[src/mipds_pkg.sv]
// ----------------------------------------------------------------------------
// mipds_pkg
// Shared constants, register indexes and types of the mip level 2x2 box
// downsampler.
// ----------------------------------------------------------------------------
`default_nettype none

package mipds_pkg;

  // Pixel layout.
  localparam int NUM_CH    = 4;
  localparam int CHAN_BITS = 16;
  localparam int PSUM_BITS = CHAN_BITS + 1;  // sum of two channel values
  localparam int TOT_BITS  = CHAN_BITS + 2;  // sum of four channel values

  // Geometry limits.
  localparam int DEF_MAX_WIDTH = 4096;
  localparam int HEIGHT_LIMIT  = 4096;
  localparam int HGT_BITS      = 13;   // holds HEIGHT_LIMIT itself
  localparam int ROW_BITS      = 12;   // row position, below HEIGHT_LIMIT

  // Configuration port.
  localparam int CFG_IDX_BITS  = 2;
  localparam int CFG_DATA_BITS = 13;
  localparam int NCH_BITS      = 3;

  localparam logic [CFG_IDX_BITS-1:0] REG_SOURCE_WIDTH  = 2'd0;
  localparam logic [CFG_IDX_BITS-1:0] REG_SOURCE_HEIGHT = 2'd1;
  localparam logic [CFG_IDX_BITS-1:0] REG_CHANNEL_COUNT = 2'd2;

  typedef logic [NUM_CH-1:0][CHAN_BITS-1:0] pix_t;
  typedef logic [NUM_CH-1:0][PSUM_BITS-1:0] psum_t;

  // Per-beat control handed from the front end to the averaging stage.
  typedef struct packed {
    logic                emit;   // this beat completes a 2x2 block
    logic                h_one; // single-row level: pair the row with itself
    logic                last;  // last output pixel of the level
    logic [NCH_BITS-1:0] nch;   // channels in use, already clamped
  } ctl_t;

endpackage

`default_nettype wire

[src/mipds_avg.sv]
// ----------------------------------------------------------------------------
// mipds_avg
// Vertical sum, rounding and output register of the downsampler, with the
// stall logic of the pipeline.
// ----------------------------------------------------------------------------
`default_nettype none

module mipds_avg (
  input  wire                     clk_i,
  input  wire                     rst_ni,
  input  wire                     accept_i,
  input  mipds_pkg::ctl_t         ctl_i,
  input  mipds_pkg::psum_t        hsum_i,
  input  mipds_pkg::psum_t        line_i,
  output logic                    ready_o,
  output logic                    out_valid_o,
  input  wire                     out_ready_i,
  output mipds_pkg::pix_t         out_data_o,
  output logic                    out_last_o
);

  localparam int TB = mipds_pkg::TOT_BITS;
  localparam int NB = mipds_pkg::NCH_BITS;

  logic             s1_valid_q, s1_valid_d;
  mipds_pkg::ctl_t  s1_ctl_q;
  mipds_pkg::psum_t s1_hsum_q;
  logic             out_valid_q, out_valid_d;
  mipds_pkg::pix_t  out_data_q;
  mipds_pkg::pix_t  avg;
  logic             out_last_q;
  logic             advance;
  logic [TB-1:0]    total;
  logic [TB-1:0]    rounded;

  // The stage moves on when the output register is free or being emptied.
  assign advance = ~out_valid_q | out_ready_i;
  assign ready_o = ~s1_valid_q | advance;

  always_comb begin
    s1_valid_d  = accept_i ? ctl_i.emit : (advance ? 1'b0 : s1_valid_q);
    out_valid_d = advance ? s1_valid_q : out_valid_q;
  end

  // Block total per channel and round half up.
  always_comb begin
    total   = '0;
    rounded = '0;
    for (int k = 0; k < mipds_pkg::NUM_CH; k++) begin
      if (s1_ctl_q.h_one) begin
        total = {s1_hsum_q[k], 1'b0};
      end else begin
        total = TB'(line_i[k]) + TB'(s1_hsum_q[k]);
      end
      rounded = total + TB'(2);
      avg[k]  = (NB'(k) < s1_ctl_q.nch) ? rounded[TB-1:2] : '0;
    end
  end

  always_ff @(posedge clk_i or negedge rst_ni) begin
    if (!rst_ni) begin
      s1_valid_q  <= 1'b0;
      out_valid_q <= 1'b0;
    end else begin
      s1_valid_q  <= s1_valid_d;
      out_valid_q <= out_valid_d;
    end
  end

  // Stage payload, loaded with each accepted beat.
  always_ff @(posedge clk_i) begin
    if (accept_i) begin
      s1_ctl_q  <= ctl_i;
      s1_hsum_q <= hsum_i;
    end
  end

  // Output payload.
  always_ff @(posedge clk_i) begin
    if (advance && s1_valid_q) begin
      out_data_q <= avg;
      out_last_q <= s1_ctl_q.last;
    end
  end

  assign out_valid_o = out_valid_q;
  assign out_data_o  = out_data_q;
  assign out_last_o  = out_last_q;

endmodule

`default_nettype wire

[config.mk]
export PLATFORM = sky130hd
export DESIGN_NAME = mipds_avg
export DESIGN_NICKNAME = d
export VERILOG_FILES = /design/src/mipds_pkg.sv /design/src/mipds_avg.sv
export SDC_FILE = /design/constraint.sdc
export NUM_CORES = 1
export LEC_CHECK = 0
export BUFFER_PORTS_ARGS = -buffer_cell sky130_fd_sc_hd__buf_2
export CORE_MARGIN = 2
export CORE_UTILIZATION = 50
export CTS_CLUSTER_DIAMETER = 120
export DETAILED_ROUTE_END_ITERATION = 8
export PLACE_DENSITY = 0.79
export SKIP_LAST_GASP = 1
export SLEW_MARGIN = 20
export SYNTH_ARGS = -nofsm -noshare
export SYNTH_HDL_FRONTEND = slang
export SYNTH_SLANG_ARGS = --single-unit
[constraint.sdc]
create_clock -name clk_i -period 8.25 [get_ports clk_i]
set_input_delay 0.825 -clock clk_i [delete_from_list [all_inputs] [get_ports clk_i]]
set_output_delay 0.825 -clock clk_i [all_outputs]
set_load 0.02 [all_outputs]
==> results of run 1 <==
-- registers in the layout, indices dropped and copies added (netlist names) --
register     cells
s1_hsum_q       68
out_data_o      64
s1_ctl_q         5
out_last_o       1
out_valid_o      1
s1_valid_q       1
-- cells in the mapped netlist, types with 5 or more instances --
cell,count
edfxtp_1,138
nor2_1,91
nand2_1,71
ha_1,68
a21oi_1,52
nor3_1,35
o21ai_0,33
xnor2_1,32
a21o_1,28
xor2_1,27
nand3_1,19
mux2i_1,18
nand4_1,18
inv_1,17
nor3b_1,16
nor2b_1,15
clkbuf_1,14
nor4_1,14
and3_1,13
o211ai_1,13
a211oi_1,12
and2_1,12
o31ai_1,11
a31oi_1,10
o21a_1,10
a211o_1,9
nand2b_1,8
or3_1,8
a21boi_0,7
a22oi_1,7
a31o_2,6
mux2_2,6
o31a_1,6
a221o_1,5
buf_2,5
o2111ai_1,5
-- stage by stage --
step / total power, µW / area (µm²) / hold slack (ns) / utilization (%)
floorplan: 1387 / 9757 / 0.4003 / -
global placement: 1543 / 11080 / 0.4007 / 57.29
detailed placement: 1559 / 11080 / 0.4098 / 57.29
CTS: 2298 / 11630 / 0.1652 / 60.16
global route: 2413 / 11630 / 0.1586 / 60.18
finish: 2288 / 11640 / 0.1774 / 60.19
-- critical path, delay by kind of cell (launching register included) --
| kind | cells | cell delay, ns |
|---|---|---|
| buf+inv | 3 | 1.44 |
| simple gates | 3 | 1.20 |
| flops | 1 | 0.36 |
| compound gates | 4 | 0.91 |
-- per-layer routing --
metal	share of wire (%)	global-route usage [%]	vias to the layer above
li1	-	-	4101
met1	43	28.93	3843
met2	49	38.55	284
met3	5.6	4.199	34
met4	1.9	7.482	0
met5	0	0	-
-- cell type report --
type	instances	area [µm²]
sequential	140	4194
multi-input combinational	761	5379
antenna	2	5.005
timing repair buffer	218	1109
inverter	17	63.81
fill	1661	7697
tap	265	331.6
clock buffer	22	464.2
clock inverter	10	91.34
-- power by group --
group	internal [µW]	total (µW)	switching, µW
Sequential	863	891	28.1
Clock	431	734	303
Combinational	272	664	392
-- kinds of logic (layout without fill, tap and decap cells) --
logic type                 after synthesis  after routing  synth area share, %
and+or+nand+nor                        352            352                18.90
AOI/OAI and AO/OA                      254            254                18.79
DFF                                    140            140                42.99
adders and majority gates               72             72                9.541
xor gates and xnor gates                59             59                5.296
buffers and inverters                   44            267                1.949
muxes                                   24             24                2.539
other                                    0              2                    0
-- final timing paths --
check	to	slack, ns	depth (start not counted)
hold / removal	s1_valid_q$_DFFE_PN0P_	0.18	1
setup / recovery	out_data_o[62]$_SDFFCE_PN0P_	4.07	10
max in group asynchronous	out_valid_o$_DFFE_PN0N_	7.98	1
hold reg to reg	out_last_o$_DFFE_PP_	0.42	0
setup reg to reg	out_data_o[62]$_SDFFCE_PN0P_	4.07	10
min in group clk_i	out_last_o$_DFFE_PP_	0.42	0
==> flow_metrics.py, run 1 <==
metrics = {
    "synth": {
        "synth_area_leaders": "edfxtp_1 (42%), ha_1 (8.7%), nor2_1 (3.5%), xnor2_1 (2.9%), nand2_1 (2.7%)",
        "ys.flop_type": "edfxtp_1",
        "syn-num-nets": 1163,
        "synth_top_area_cell": "edfxtp_1",
        "ys_ff_latch": 140,
        "netlist_instances": 945,
        "ys_warn_count": 0,
        "synth_area_per_cell_um2": 10.32,
        "synth_edf_count": 138,
        "synth_top_area_share_pct": 42.47,
        "synthesis.area_um2": 9757,
        "synthArstFlopShare_pct": 1.429,
        "ys_seq_area_share_pct": 42.99,
        "ys_types": 81,
    },
    "sta": {
        "min_period_ns": 4.185,
        "hold_viol_final": 0,
        "setup_tns_ns": 0,
        "slew_viol_final": 0,
        "period_share_pct": 50.72,
        "slew_headroom_pct": 31.57,
        "fin_worst_skew_ns": 0.01346,
        "fmax_mhz": 239.0,
        "setup_ws_ns": 4.065,
        "setup_viol": 0,
        "tightest_slew_ns": 1.026,
        "rsz0062_at_grt": "false",
    },
    "finish": {
        "layout_commonest_cell": "buf_2",
        "final_cell_mix": "buf_2 (211), edfxtp_1 (138), nor2_1 (91)",
        "fin_cells": 1435,
        "drive_above_1_share_pct": 24.14,
        "area_delta_synth_final_pct": 19.27,
        "final_nets": 1373,
    },
    "floorplan": {
        "die_y_um": 143.7,
        "coreArea_um2": 19330,
        "die-area_um2": 20650,
        "die_w_um": 143.7,
        "initial_core_util_pct": 50.46,
        "rows": 51,
        "num_io_pins": 213,
    },
    "clock_tree": {
        "holdBufCountCts": 0,
        "cts_tree": "done",
        "ctsResizeCount": 0,
        "cts-buffers-inserted": 17,
        "cts_sinks": 140,
        "clk_pin_slew_worst_paths_ns": 0.06,
        "htree_levels": 4,
        "post_cts_buffers": 0,
        "root_buffer": "clkbuf_16",
        "insertion_delay_ns": 0.42,
        "ctsLongestPathBuffers": 2,
    },
    "placement": {
        "dp_slack_ns": 3.723,
        "dp.cells": 1401,
        "gp_congestion": 0.8840,
        "portBuffers": 212,
        "hpwl_um": 17260,
    },
    "pwr": {
        "cellPowerDensity_nw_per_um2": 196.6,
        "p_leak_uw": 0.004816,
        "peakVddDrop_mv": 0.1348,
    },
    "routing": {
        "first_pass_iters": 7,
        "drt_iter0_drc": 602,
        "vias": 8262,
        "wl_per_cell_um": 16.23,
        "vias_per_cell": 5.757,
        "drt-total-wl_um": 23300,
        "antenna_left": 0,
        "drc": 0,
    },
    "setup_path": {
        "worstReg2RegStart": "s1_ctl_q[4]$_DFFE_PP_",
        "cp_common_cell": "buf_4",
        "cp_slowest_cell": "inv_1",
        "crit_path_max_incr_delay_ns": 0.70,
        "cp.arrival_ns": 4.35,
        "required_ns": 8.42,
        "cp-end-kind": "register",
        "worst-path-max-fanout": 55,
        "worstSetupStartpoint": "s1_ctl_q[4]$_DFFE_PP_",
        "crit_chain": "buf_4, inv_1, buf_4, o221ai_1, nor3_1, nand4_1, o21bai_1, nor4_1, a311oi_1, a41o_1",
        "start_kind": "register",
        "crit_type": "register to register",
    },
    "run_status": {
        "status": "finished, final reports clean",
    },
    "job": {
        "drv_cap": 0,
    },
    "hold_path": {
        "hold_class": "input pin to async pin",
    },
    "global_route": {
        "antenna_found_initial": 2,
        "grt_use_total_pct": 22.57,
        "grt_overflow_total": 0,
        "grt_pass1_vias": 7825,
        "grt_max_degree": 76,
        "grt_pass1_wl_um": 36910,
    },
}
Note: power is estimated with default switching activity, not from simulation.
==> run 2: changes to the inputs <==
==> constraint.sdc (replaced) <==
create_clock -name clk_i -period 4.4 [get_ports clk_i]
set_input_delay 0.44 -clock clk_i [delete_from_list [all_inputs] [get_ports clk_i]]
set_output_delay 0.44 -clock clk_i [all_outputs]
set_load 0.02 [all_outputs]
==> run 2 against run 1 <==
Highest routed layer unchanged. Clock skew up 0.0039 ns. Sequential power is 87% higher. Critical path depth up 1. Die area is the same.
==> flow_metrics.py, run 2 (same netlist as run 1, synthesis figures left out) <==
metrics = {
    "finish": {
        "largest_register": "s1_hsum_q",
        "layout_commonest_cell": "buf_2",
        "fin_cells": 1439,
        "largest_reg_flops": 68,
        "post-route-util_pct": 60.58,
        "area_delta_synth_final_pct": 20.04,
        "drive_above_1_share_pct": 24.49,
        "final_cell_mix": "buf_2 (211), edfxtp_1 (138), nor2_1 (90)",
        "final_nets": 1377,
    },
    "routing": {
        "vias_per_cell": 5.759,
        "vias": 8287,
        "antenna_left": 0,
        "drt_iter0_drc": 582,
        "wl_per_cell_um": 16.28,
        "drt-total-wl_um": 23420,
        "first_pass_iters": 5,
        "drc": 0,
    },
    "floorplan": {
        "rows": 51,
        "die_y_um": 143.7,
        "die_w_um": 143.7,
        "initial_core_util_pct": 50.46,
        "die-area_um2": 20650,
        "coreArea_um2": 19330,
        "num_io_pins": 213,
    },
    "pwr": {
        "switchingPower_uw": 1368,
        "pwr-share-clk_pct": 32.7,
        "cellPowerDensity_nw_per_um2": 371.4,
        "p_leak_uw": 0.004844,
        "p_sw_share_pct": 31.45,
        "p_int_uw": 2982,
        "comb_power_share_pct": 28.9,
        "p_seq_share_pct": 38.4,
        "peakVddDrop_mv": 0.2777,
    },
    "sta": {
        "tightest_slew_ns": 1.009,
        "fmax_mhz": 254.0,
        "hold_viol_final": 0,
        "slew_headroom_pct": 32.39,
        "min_period_ns": 3.937,
        "slew_viol_final": 0,
        "setup_tns_ns": 0,
        "period_share_pct": 89.48,
        "fin_worst_skew_ns": 0.01737,
        "whs_ns": 0.1852,
        "setup_viol": 0,
        "rsz0062_at_grt": "false",
    },
    "setup_path": {
        "crit_chain": "and2_1, fa_1, a21o_1, a221oi_2, xnor2_1, mux2i_1, nor4b_4, or4b_4, or4_4, nor4_1, nor3_1",
        "cpLargestDelayFamily": "simple AND/OR/NAND/NOR gates",
        "crit_type": "register to register",
        "worst-path-max-fanout": 5,
        "path_buf_inv": 0,
        "crit_path_max_incr_delay_ns": 0.52,
        "required_ns": 4.52,
        "cp.arrival_ns": 4.06,
        "cp-end-kind": "register",
        "start_kind": "register",
        "cp_slowest_cell": "or4_4",
    },
    "clock_tree": {
        "holdBufCountCts": 1,
        "ctsLongestPathBuffers": 2,
        "cts_tree": "done",
        "post_cts_buffers": 0,
        "cts_sinks": 140,
        "htree_levels": 4,
        "root_buffer": "clkbuf_16",
        "clk_pin_slew_worst_paths_ns": 0.07,
        "ctsResizeCount": 0,
        "insertion_delay_ns": 0.42,
        "cts-buffers-inserted": 17,
    },
    "global_route": {
        "grt_use_total_pct": 22.41,
        "grt_pass1_vias": 7752,
        "grt_max_degree": 76,
        "grt_pass1_wl_um": 36600,
        "antenna_found_initial": 2,
        "grt_overflow_total": 0,
    },
    "job": {
        "drv_cap": 0,
    },
    "hold_path": {
        "hold_class": "input pin to register",
    },
    "placement": {
        "portBuffers": 212,
        "dp.cells": 1404,
        "gp_congestion": 0.8989,
        "hpwl_um": 17610,
    },
    "run_status": {
        "status": "finished, final reports clean",
    },
}
==> run 2: cell count changes in the layout (fill, tap and decap cells not counted), sizes merged, moves of 2 or more <==
cell      change
buf           +3
clkbuf        -2
clkinvlp      +2
inv           -2
==> run 2: final timing paths <==
kind                                              from                           end  slack (ns)  cells past startpoint
worst min register to register   s1_ctl_q[3]$_DFFE_PP_          out_last_o$_DFFE_PP_        0.43                      0
worst max register to register  s1_hsum_q[0]$_DFFE_PP_  out_data_o[14]$_SDFFCE_PP0P_        0.46                     11
max in group asynchronous                       rst_ni        s1_valid_q$_DFFE_PN0P_        3.94                      2
worst max-delay path            s1_hsum_q[0]$_DFFE_PP_  out_data_o[14]$_SDFFCE_PP0P_        0.46                     11
worst min-delay path                        hsum_i[12]       s1_hsum_q[12]$_DFFE_PP_        0.19                      1
min in group asynchronous                       rst_ni       out_valid_o$_DFFE_PN0N_        0.36                      2
==> run 2: metal layers <==
layer / wire (µm) / up-vias / GRT usage (%)
li1: - / 4110 / -
met1: 10250 / 3881 / 27.96
met2: 11460 / 271 / 38.92
met3: 1329 / 25 / 5.065
met4: 378 / 0 / 6.553
met5: 0 / - / 0
==> run 2: metrics by stage <==
| step | total power (µW) | setup WS [ns] | cell area, µm² |
|---|---|---|---|
| floorplan | 2601 | 0.6991 | 9757 |
| global placement | 2908 | 0.4251 | 11120 |
| detailed placement | 2938 | 0.3476 | 11120 |
| CTS | 4362 | 0.4548 | 11710 |
| global route | 4568 | 0.1013 | 11710 |
| finish | 4350 | 0.4629 | 11710 |
==> run 2: layout make-up <==
class	count	area (µm²)
timing repair buffer	222	1166
clock buffer	20	446.7
antenna	2	5.005
fill	1666	7622
sequential	140	4194
inverter	17	63.81
tap	265	331.6
clock inverter	12	123.9
multi-input combinational	761	5381
==> run 2: power groups by stage <==
stage | sequential (µW) | clock (µW) | combinational [µW]
after detailed placement | 1700 | 0 | 1240
after floorplan | 1750 | 0 | 853
after global placement | 1700 | 0 | 1210
after CTS | 1670 | 1440 | 1250
final | 1670 | 1420 | 1260
after global routing | 1680 | 1490 | 1400
