`src/mipds_pkg.sv`:
```
// ----------------------------------------------------------------------------
// mipds_pkg
// Shared constants, register indexes and types of the mip level 2x2 box
// downsampler.
// ----------------------------------------------------------------------------
`default_nettype none

package mipds_pkg;

  // Pixel layout.
  localparam int NUM_CH    = 4;
  localparam int CHAN_BITS = 16;
  localparam int PSUM_BITS = CHAN_BITS + 1;  // sum of two channel values
  localparam int TOT_BITS  = CHAN_BITS + 2;  // sum of four channel values

  // Geometry limits.
  localparam int DEF_MAX_WIDTH = 4096;
  localparam int HEIGHT_LIMIT  = 4096;
  localparam int HGT_BITS      = 13;   // holds HEIGHT_LIMIT itself
  localparam int ROW_BITS      = 12;   // row position, below HEIGHT_LIMIT

  // Configuration port.
  localparam int CFG_IDX_BITS  = 2;
  localparam int CFG_DATA_BITS = 13;
  localparam int NCH_BITS      = 3;

  localparam logic [CFG_IDX_BITS-1:0] REG_SOURCE_WIDTH  = 2'd0;
  localparam logic [CFG_IDX_BITS-1:0] REG_SOURCE_HEIGHT = 2'd1;
  localparam logic [CFG_IDX_BITS-1:0] REG_CHANNEL_COUNT = 2'd2;

  typedef logic [NUM_CH-1:0][CHAN_BITS-1:0] pix_t;
  typedef logic [NUM_CH-1:0][PSUM_BITS-1:0] psum_t;

  // Per-beat control handed from the front end to the averaging stage.
  typedef struct packed {
    logic                emit;   // this beat completes a 2x2 block
    logic                h_one; // single-row level: pair the row with itself
    logic                last;  // last output pixel of the level
    logic [NCH_BITS-1:0] nch;   // channels in use, already clamped
  } ctl_t;

endpackage

`default_nettype wire

```
`src/mipds_ctrl.sv`:
```
// ----------------------------------------------------------------------------
// mipds_ctrl
// Configuration registers, raster position tracking, horizontal pairing and
// line store access of the downsampler.
// ----------------------------------------------------------------------------
`default_nettype none

module mipds_ctrl #(
  parameter int MAX_WIDTH = mipds_pkg::DEF_MAX_WIDTH,
  parameter int AW        = 11
) (
  input  wire                                  clk_i,
  input  wire                                  rst_ni,
  input  wire                                  cfg_we_i,
  input  wire  [mipds_pkg::CFG_IDX_BITS-1:0]   cfg_index_i,
  input  wire  [mipds_pkg::CFG_DATA_BITS-1:0]  cfg_data_i,
  input  wire                                  accept_i,
  input  mipds_pkg::pix_t                      pix_i,
  output logic                                 mem_we_o,
  output logic                                 mem_re_o,
  output logic [AW-1:0]                        mem_addr_o,
  output mipds_pkg::psum_t                     hsum_o,
  output mipds_pkg::ctl_t                      ctl_o
);

  localparam int CW   = (MAX_WIDTH > 2) ? $clog2(MAX_WIDTH) : 1;
  localparam int WW   = $clog2(MAX_WIDTH + 1);
  localparam int CMPW = (WW > mipds_pkg::CFG_DATA_BITS) ? WW : mipds_pkg::CFG_DATA_BITS;
  localparam int HW   = mipds_pkg::HGT_BITS;
  localparam int RB   = mipds_pkg::ROW_BITS;
  localparam int NB   = mipds_pkg::NCH_BITS;

  logic [mipds_pkg::CFG_DATA_BITS-1:0] width_q, width_d;
  logic [mipds_pkg::CFG_DATA_BITS-1:0] height_q, height_d;
  logic [NB-1:0]                       nch_q, nch_d;
  logic [CW-1:0]                       col_q, col_d;
  logic [RB-1:0]                       row_q, row_d;
  mipds_pkg::pix_t                     left_q;

  logic [CMPW-1:0] w_ext;
  logic [WW-1:0]   w_eff;
  logic [WW-1:0]   ow_m1;
  logic [HW-1:0]   h_eff;
  logic [HW-1:0]   oh_m1;
  logic [HW-1:0]   orow;
  logic [NB-1:0]   nch_eff;
  logic            w_one;
  logic            h_one;
  logic            have_pair;
  logic            emit;
  logic [AW-1:0]   idx;
  logic [WW-1:0]   col_inc;
  logic [HW-1:0]   row_inc;

  // Clamp the registers to the supported geometry.
  always_comb begin
    w_ext = CMPW'(width_q);
    if (w_ext == '0) begin
      w_eff = WW'(1);
    end else if (w_ext > CMPW'(MAX_WIDTH)) begin
      w_eff = WW'(MAX_WIDTH);
    end else begin
      w_eff = WW'(w_ext);
    end
    if (height_q == '0) begin
      h_eff = HW'(1);
    end else if (height_q > HW'(mipds_pkg::HEIGHT_LIMIT)) begin
      h_eff = HW'(mipds_pkg::HEIGHT_LIMIT);
    end else begin
      h_eff = height_q;
    end
    if (nch_q == '0) begin
      nch_eff = NB'(1);
    end else if (nch_q > NB'(mipds_pkg::NUM_CH)) begin
      nch_eff = NB'(mipds_pkg::NUM_CH);
    end else begin
      nch_eff = nch_q;
    end
    w_one = (w_eff == WW'(1));
    h_one = (h_eff == HW'(1));
    ow_m1 = w_one ? '0 : (w_eff >> 1) - WW'(1);
    oh_m1 = h_one ? '0 : (h_eff >> 1) - HW'(1);
  end

  // Horizontal pairing and line store addressing for the current beat.
  always_comb begin
    have_pair = w_one | col_q[0];
    idx       = w_one ? '0 : AW'(col_q >> 1);
    emit      = have_pair & (h_one | row_q[0]);
    orow      = h_one ? '0 : HW'(row_q >> 1);
    for (int k = 0; k < mipds_pkg::NUM_CH; k++) begin
      hsum_o[k] = w_one ? {pix_i[k], 1'b0}
                        : mipds_pkg::PSUM_BITS'(left_q[k]) + mipds_pkg::PSUM_BITS'(pix_i[k]);
    end
    mem_addr_o = idx;
    mem_we_o   = accept_i & have_pair & ~h_one & ~row_q[0];
    mem_re_o   = accept_i & emit & ~h_one;
    ctl_o.emit  = emit;
    ctl_o.h_one = h_one;
    ctl_o.last  = (WW'(idx) == ow_m1) && (orow == oh_m1);
    ctl_o.nch   = nch_eff;
  end

  // Next register values: geometry writes restart the level.
  always_comb begin
    width_d  = width_q;
    height_d = height_q;
    nch_d    = nch_q;
    col_d    = col_q;
    row_d    = row_q;
    col_inc  = WW'(col_q) + WW'(1);
    row_inc  = HW'(row_q) + HW'(1);
    if (cfg_we_i) begin
      case (cfg_index_i)
        mipds_pkg::REG_SOURCE_WIDTH: begin
          width_d = cfg_data_i;
          col_d   = '0;
          row_d   = '0;
        end
        mipds_pkg::REG_SOURCE_HEIGHT: begin
          height_d = cfg_data_i;
          col_d    = '0;
          row_d    = '0;
        end
        mipds_pkg::REG_CHANNEL_COUNT: begin
          nch_d = cfg_data_i[NB-1:0];
        end
        default: begin
        end
      endcase
    end else if (accept_i) begin
      if (col_inc >= w_eff) begin
        col_d = '0;
        row_d = (row_inc >= h_eff) ? '0 : RB'(row_inc);
      end else begin
        col_d = CW'(col_inc);
      end
    end
  end

  // Control and configuration registers.
  always_ff @(posedge clk_i or negedge rst_ni) begin
    if (!rst_ni) begin
      width_q  <= mipds_pkg::CFG_DATA_BITS'(1);
      height_q <= mipds_pkg::CFG_DATA_BITS'(1);
      nch_q    <= NB'(mipds_pkg::NUM_CH);
      col_q    <= '0;
      row_q    <= '0;
    end else begin
      width_q  <= width_d;
      height_q <= height_d;
      nch_q    <= nch_d;
      col_q    <= col_d;
      row_q    <= row_d;
    end
  end

  // Pixel of the even column, held for its right neighbor.
  always_ff @(posedge clk_i) begin
    if (accept_i && !have_pair) begin
      left_q <= pix_i;
    end
  end

endmodule

`default_nettype wire

```
`config.mk`:
```
export PLATFORM = sky130hd
export DESIGN_NAME = mipds_ctrl
export DESIGN_NICKNAME = d
export VERILOG_FILES = /design/src/mipds_pkg.sv /design/src/mipds_ctrl.sv
export SDC_FILE = /design/constraint.sdc
export NUM_CORES = 1
export LEC_CHECK = 0
export ABC_AREA = 1
export CORE_MARGIN = 4
export CORE_UTILIZATION = 23
export DETAILED_ROUTE_END_ITERATION = 12
export DONT_BUFFER_PORTS = 1
export PLACE_DENSITY = 0.36
export SLEW_MARGIN = 15
export SYNTH_ARGS = -nofsm -noshare
export SYNTH_HDL_FRONTEND = slang
export SYNTH_SLANG_ARGS = --single-unit
```
`constraint.sdc`:
```
create_clock -name clk_i -period 4.5 [get_ports clk_i]
set_clock_uncertainty 0.05 [all_clocks]
set_input_delay 0.225 -clock clk_i [delete_from_list [all_inputs] [get_ports clk_i]]
set_output_delay 0.225 -clock clk_i [all_outputs]
set_load 0.005 [all_outputs]
```
==> impl_metrics.xml <==
<?xml version="1.0" encoding="UTF-8"?>
<metrics>
  <group name="yosys">
    <metric name="post_synth_and_or_nand_nor_area_fraction" unit="%">23.3</metric>
    <metric name="synthCells" unit="">1264</metric>
    <metric name="synth_area_per_cell" unit="µm²">7.51</metric>
    <metric name="share_of_the_synthesized_area_in_compound_gates_ao_oa_aoi_oai" unit="%">15.7</metric>
    <metric name="synthDistinctLibCells" unit="">38</metric>
    <metric name="ys_ff_latch" unit="">117</metric>
    <metric name="number_of_enable_flip_flop_cells_after_synthesis" unit="">64</metric>
    <metric name="synth.area.mux_share" unit="%">0</metric>
    <metric name="synth_top_cell_by_area" unit="">edfxtp_1</metric>
    <metric name="postSynth.asyncResetShare" unit="%">45.3</metric>
    <metric name="synth_fa_ha_area_share" unit="%">13.2</metric>
    <metric name="synth_top_family_by_area" unit="">simple AND/OR/NAND/NOR gates</metric>
    <metric name="yosysWarningCount" unit="">0</metric>
    <metric name="yosys_most_used_dff" unit="">edfxtp_1</metric>
    <metric name="yosysMostFrequentCell" unit="">nand2_1</metric>
    <metric name="post_synth_instance_area" unit="µm²">9490</metric>
    <metric name="parity_gate_share_of_the_synthesized_area_counting_xor_and_xnor_cells" unit="%">6.00</metric>
    <metric name="synthTopCellsByCount" unit="">nand2_1, o21ai_0, inv_1</metric>
    <metric name="synth_nets" unit="">1445</metric>
    <metric name="synth-seq-area-share" unit="%">34.3</metric>
    <metric name="fraction_of_post_synthesis_cell_area_in_the_top_cell_type_by_area" unit="%">20.3</metric>
    <metric name="synth.area.top_cells" unit="">edfxtp_1, dfrtp_1, nand2_1</metric>
  </group>
  <group name="global_route">
    <metric name="groute.layer.met1.usage" unit="%">19.1</metric>
    <metric name="grt_remaining_overflow" unit="">0</metric>
    <metric name="track_usage" unit="%">13.8</metric>
    <metric name="antenna_violations_before_repair" unit="">0</metric>
    <metric name="first_global_vias" unit="">8467</metric>
    <metric name="grt_pass1_wl" unit="µm">48300</metric>
    <metric name="use_met3" unit="%">3.25</metric>
    <metric name="grt_util_met2" unit="%">22.1</metric>
    <metric name="grt-busiest-layer" unit="">met2</metric>
    <metric name="grt_start_max_net_pins" unit="">66</metric>
  </group>
  <group name="worst_setup_path">
    <metric name="reg2reg_to" unit="">left_q[31]$_DFFE_PP_</metric>
    <metric name="critPathTopFamily" unit="">simple AND/OR/NAND/NOR gates</metric>
    <metric name="path_max_fanout" unit="">20</metric>
    <metric name="crit_path_arrival_time" unit="ns">3.66</metric>
    <metric name="endpoint_kind" unit="">output pin</metric>
    <metric name="timing.critical_path.depth" unit="">15</metric>
    <metric name="timing_worst_setup_path_type" unit="">flip-flop to output pin</metric>
    <metric name="critical_path.n_buffers_inverters" unit="">1</metric>
    <metric name="cpMaxStageDelayCell" unit="">dfrtp_1</metric>
    <metric name="worst_r2r_path_depth" unit="">13</metric>
    <metric name="r2r-start" unit="">w_ext[1]$_DFFE_PN0P_</metric>
    <metric name="cp.required" unit="ns">4.22</metric>
    <metric name="critical-path-max-stage-delay" unit="ns">0.52</metric>
    <metric name="cp_cell_sequence" unit="">nor2_1 -&gt; nand2_1 -&gt; nor2_1 -&gt; nand2_1 -&gt; nand2_1 -&gt; nand2_1 -&gt; ha_1 -&gt; inv_1 -&gt; a21oi_1 -&gt; nand3_1 -&gt; o21ai_0 -&gt; nand3_1 -&gt; nor2_1 -&gt; a21oi_1 -&gt; nor2_1</metric>
    <metric name="ff2ff_setup_slack" unit="ns">0.67</metric>
    <metric name="critPathLaunchType" unit="">flip-flop</metric>
  </group>
  <group name="hold_path">
    <metric name="worst_hold_path.endpoint" unit="">w_ext[2]$_DFFE_PN0P_</metric>
    <metric name="holdCritStartpoint" unit="">cfg_data_i[2]</metric>
    <metric name="worstHoldPathType" unit="">input pin to flip-flop</metric>
    <metric name="worst_hold_path.num_cells" unit="">2</metric>
  </group>
  <group name="sta">
    <metric name="setup_tns" unit="ns">0</metric>
    <metric name="finalWorstSetupSlack" unit="ns">0.568</metric>
    <metric name="worstMarginPinSlew" unit="ns">0.840</metric>
    <metric name="post-route-min-period" unit="ns">3.93</metric>
    <metric name="report.final.setup_viol" unit="">0</metric>
    <metric name="slew_limit_fails" unit="">0</metric>
    <metric name="fmax" unit="MHz">254</metric>
    <metric name="hold_ws" unit="ns">0.0160</metric>
    <metric name="setup_repair_after_global_routing_missed_its_margin" unit="">no</metric>
    <metric name="finalHoldViolCount" unit="">0</metric>
    <metric name="relSlewSlack" unit="%">43.9</metric>
    <metric name="final_min_period_over_clock_period" unit="%">87.4</metric>
  </group>
  <group name="power">
    <metric name="peakVddDrop" unit="µV">279</metric>
    <metric name="power_density" unit="nW/µm²">386</metric>
    <metric name="power_leakage" unit="nW">5.13</metric>
  </group>
  <group name="clock_tree">
    <metric name="cts-resized-gates" unit="">0</metric>
    <metric name="clock_tree_from_tritoncts" unit="">done</metric>
    <metric name="number_of_sinks_handled_by_clock_tree_synthesis" unit="">117</metric>
    <metric name="cts-htree-levels" unit="">4</metric>
    <metric name="cts.reportedPaths.clkPinSlew" unit="ns">0.06</metric>
    <metric name="post_cts_hold_fix_bufs" unit="">81</metric>
    <metric name="cts_setup_buffers" unit="">0</metric>
    <metric name="clock_tree_buf_depth" unit="">2</metric>
    <metric name="clock_insertion_delay_worst_skew" unit="ns">0.42</metric>
    <metric name="cts_inserted_buffers" unit="">17</metric>
    <metric name="clock_tree.root_cell" unit="">clkbuf_16</metric>
  </group>
  <group name="finish">
    <metric name="fin_nets" unit="">1520</metric>
    <metric name="design_area" unit="µm²">11500</metric>
    <metric name="insertedDiodeCount" unit="">0</metric>
    <metric name="layout.filler_cells" unit="">4468</metric>
    <metric name="ff_latch_area" unit="µm²">3250</metric>
    <metric name="proportion_of_layout_cells_with_a_drive_suffix_above_1" unit="%">3.62</metric>
    <metric name="multiInputGateArea" unit="µm²">5540</metric>
    <metric name="layout-area-overhead-vs-synth" unit="%">20.8</metric>
  </group>
  <group name="die">
    <metric name="top_level_ports" unit="">170</metric>
    <metric name="vert_die_dim" unit="µm">211</metric>
    <metric name="core_area" unit="µm²">40800</metric>
    <metric name="number_of_rows_created_at_floorplan" unit="">74</metric>
    <metric name="floorplan.die.width" unit="µm">211</metric>
    <metric name="start_util" unit="%">23.2</metric>
    <metric name="die_area" unit="µm²">44600</metric>
  </group>
  <group name="place">
    <metric name="postPlaceCellArea" unit="µm²">10100</metric>
    <metric name="dp.final_hpwl" unit="µm">23200</metric>
    <metric name="place.gp.congestion" unit="">0.789</metric>
    <metric name="io_buffers" unit="">0</metric>
    <metric name="place_worst_setup_slack" unit="ns">0.590</metric>
  </group>
  <group name="detailed_routing">
    <metric name="detail_route.wl_per_cell" unit="µm">16.4</metric>
    <metric name="dr.first_iter.drc_count" unit="">439</metric>
    <metric name="drt_first_pass_iters" unit="">4</metric>
    <metric name="routed_via_density" unit="">4.50</metric>
    <metric name="detail_route.wirelength" unit="µm">30900</metric>
    <metric name="detailroute.via_count" unit="">8476</metric>
    <metric name="drcViolationCount" unit="">0</metric>
    <metric name="final_antenna_net_count" unit="">0</metric>
  </group>
  <group name="job">
    <metric name="cap_viol_max_count" unit="">0</metric>
  </group>
  <group name="run_status">
    <metric name="outcome" unit="">finished, final reports clean</metric>
  </group>
</metrics>
[registers in the layout, indices dropped and copies added, names as in the netlist]
name	cells
left_q	64
height_q	13
w_ext	13
col_q	12
row_q	12
nch_q	3
[worst max-delay path by stage]
stage	from	endpoint	slack, ns
2_1_floorplan	w_ext[1]$_DFFE_PN0P_	left_q[0]$_DFFE_PP_	0.79
3_3_place_gp	w_ext[1]$_DFFE_PN0P_	left_q[27]$_DFFE_PP_	0.54
3_5_place_dp	w_ext[3]$_DFFE_PN0P_	left_q[27]$_DFFE_PP_	0.59
4_1_cts	w_ext[4]$_DFFE_PN0P_	ctl_o[3]	0.51
5_1_grt	w_ext[4]$_DFFE_PN0P_	hsum_o[46]	0.19
6_report	w_ext[4]$_DFFE_PN0P_	ctl_o[3]	0.57
[per-layer routing]
metal  share of wire, %  up-vias
li1                   -     4411
met1                 49     3894
met2                 45      153
met3                5.2       18
met4               0.97        0
met5                  0        -
[metrics by stage]
stage	total power, mW	instances	utilization (%)
detailed placement	3.07	1771	24.7
finish	4.43	1884	28.1
global route	4.81	1884	28.1
global placement	3.08	1771	24.7
CTS	4.53	1884	28.1
floorplan	2.60	1264	-
[cells in the final DEF, fill, tap and decap left out, types with 3 or more instances in the layout]
master and count:
inv_1 136, a21boi_0 17, dlygate4sd3_1 80, a211oi_1 4, clkbuf_1 3, nand3b_1 5, nand3_1 80, a31oi_1 9
o21ai_1 4, fa_1 4, dfrtp_1 50, o21ai_0 147, dfstp_2 3, nor2_1 88, o211ai_1 3, clkinv_2 3
xor2_1 41, nor3_1 12, nand4_1 11, o31ai_1 7, clkinv_1 4, clkbuf_16 17, nand2_1 331, a21oi_1 79
buf_4 10, xnor2_1 24, edfxtp_1 64, clkinvlp_4 3, ha_1 94
[power breakdown]
group          internal (mW)  total, mW  switching [mW]
sequential              1.29       1.40           0.114
combinational          0.621       1.70            1.07
clock                  0.803       1.33           0.523
[area by class of cell]
type	instances	share of cell area (%)
well taps	532	5.81
clock buffers	20	3.81
inverters	137	4.49
clock inverters	12	0.982
multi-input cells	973	48.3
repair buffers	93	8.23
flip-flops and latches	117	28.4
[cell families after synthesis]
kind of cell	Yosys count
and+or+nand+nor	536
adders and majority gates	98
xor gates and xnor gates	65
buffers and inverters	174
DFF	117
AOI/OAI and AO/OA	274
(Power assumes the default switching activity.)
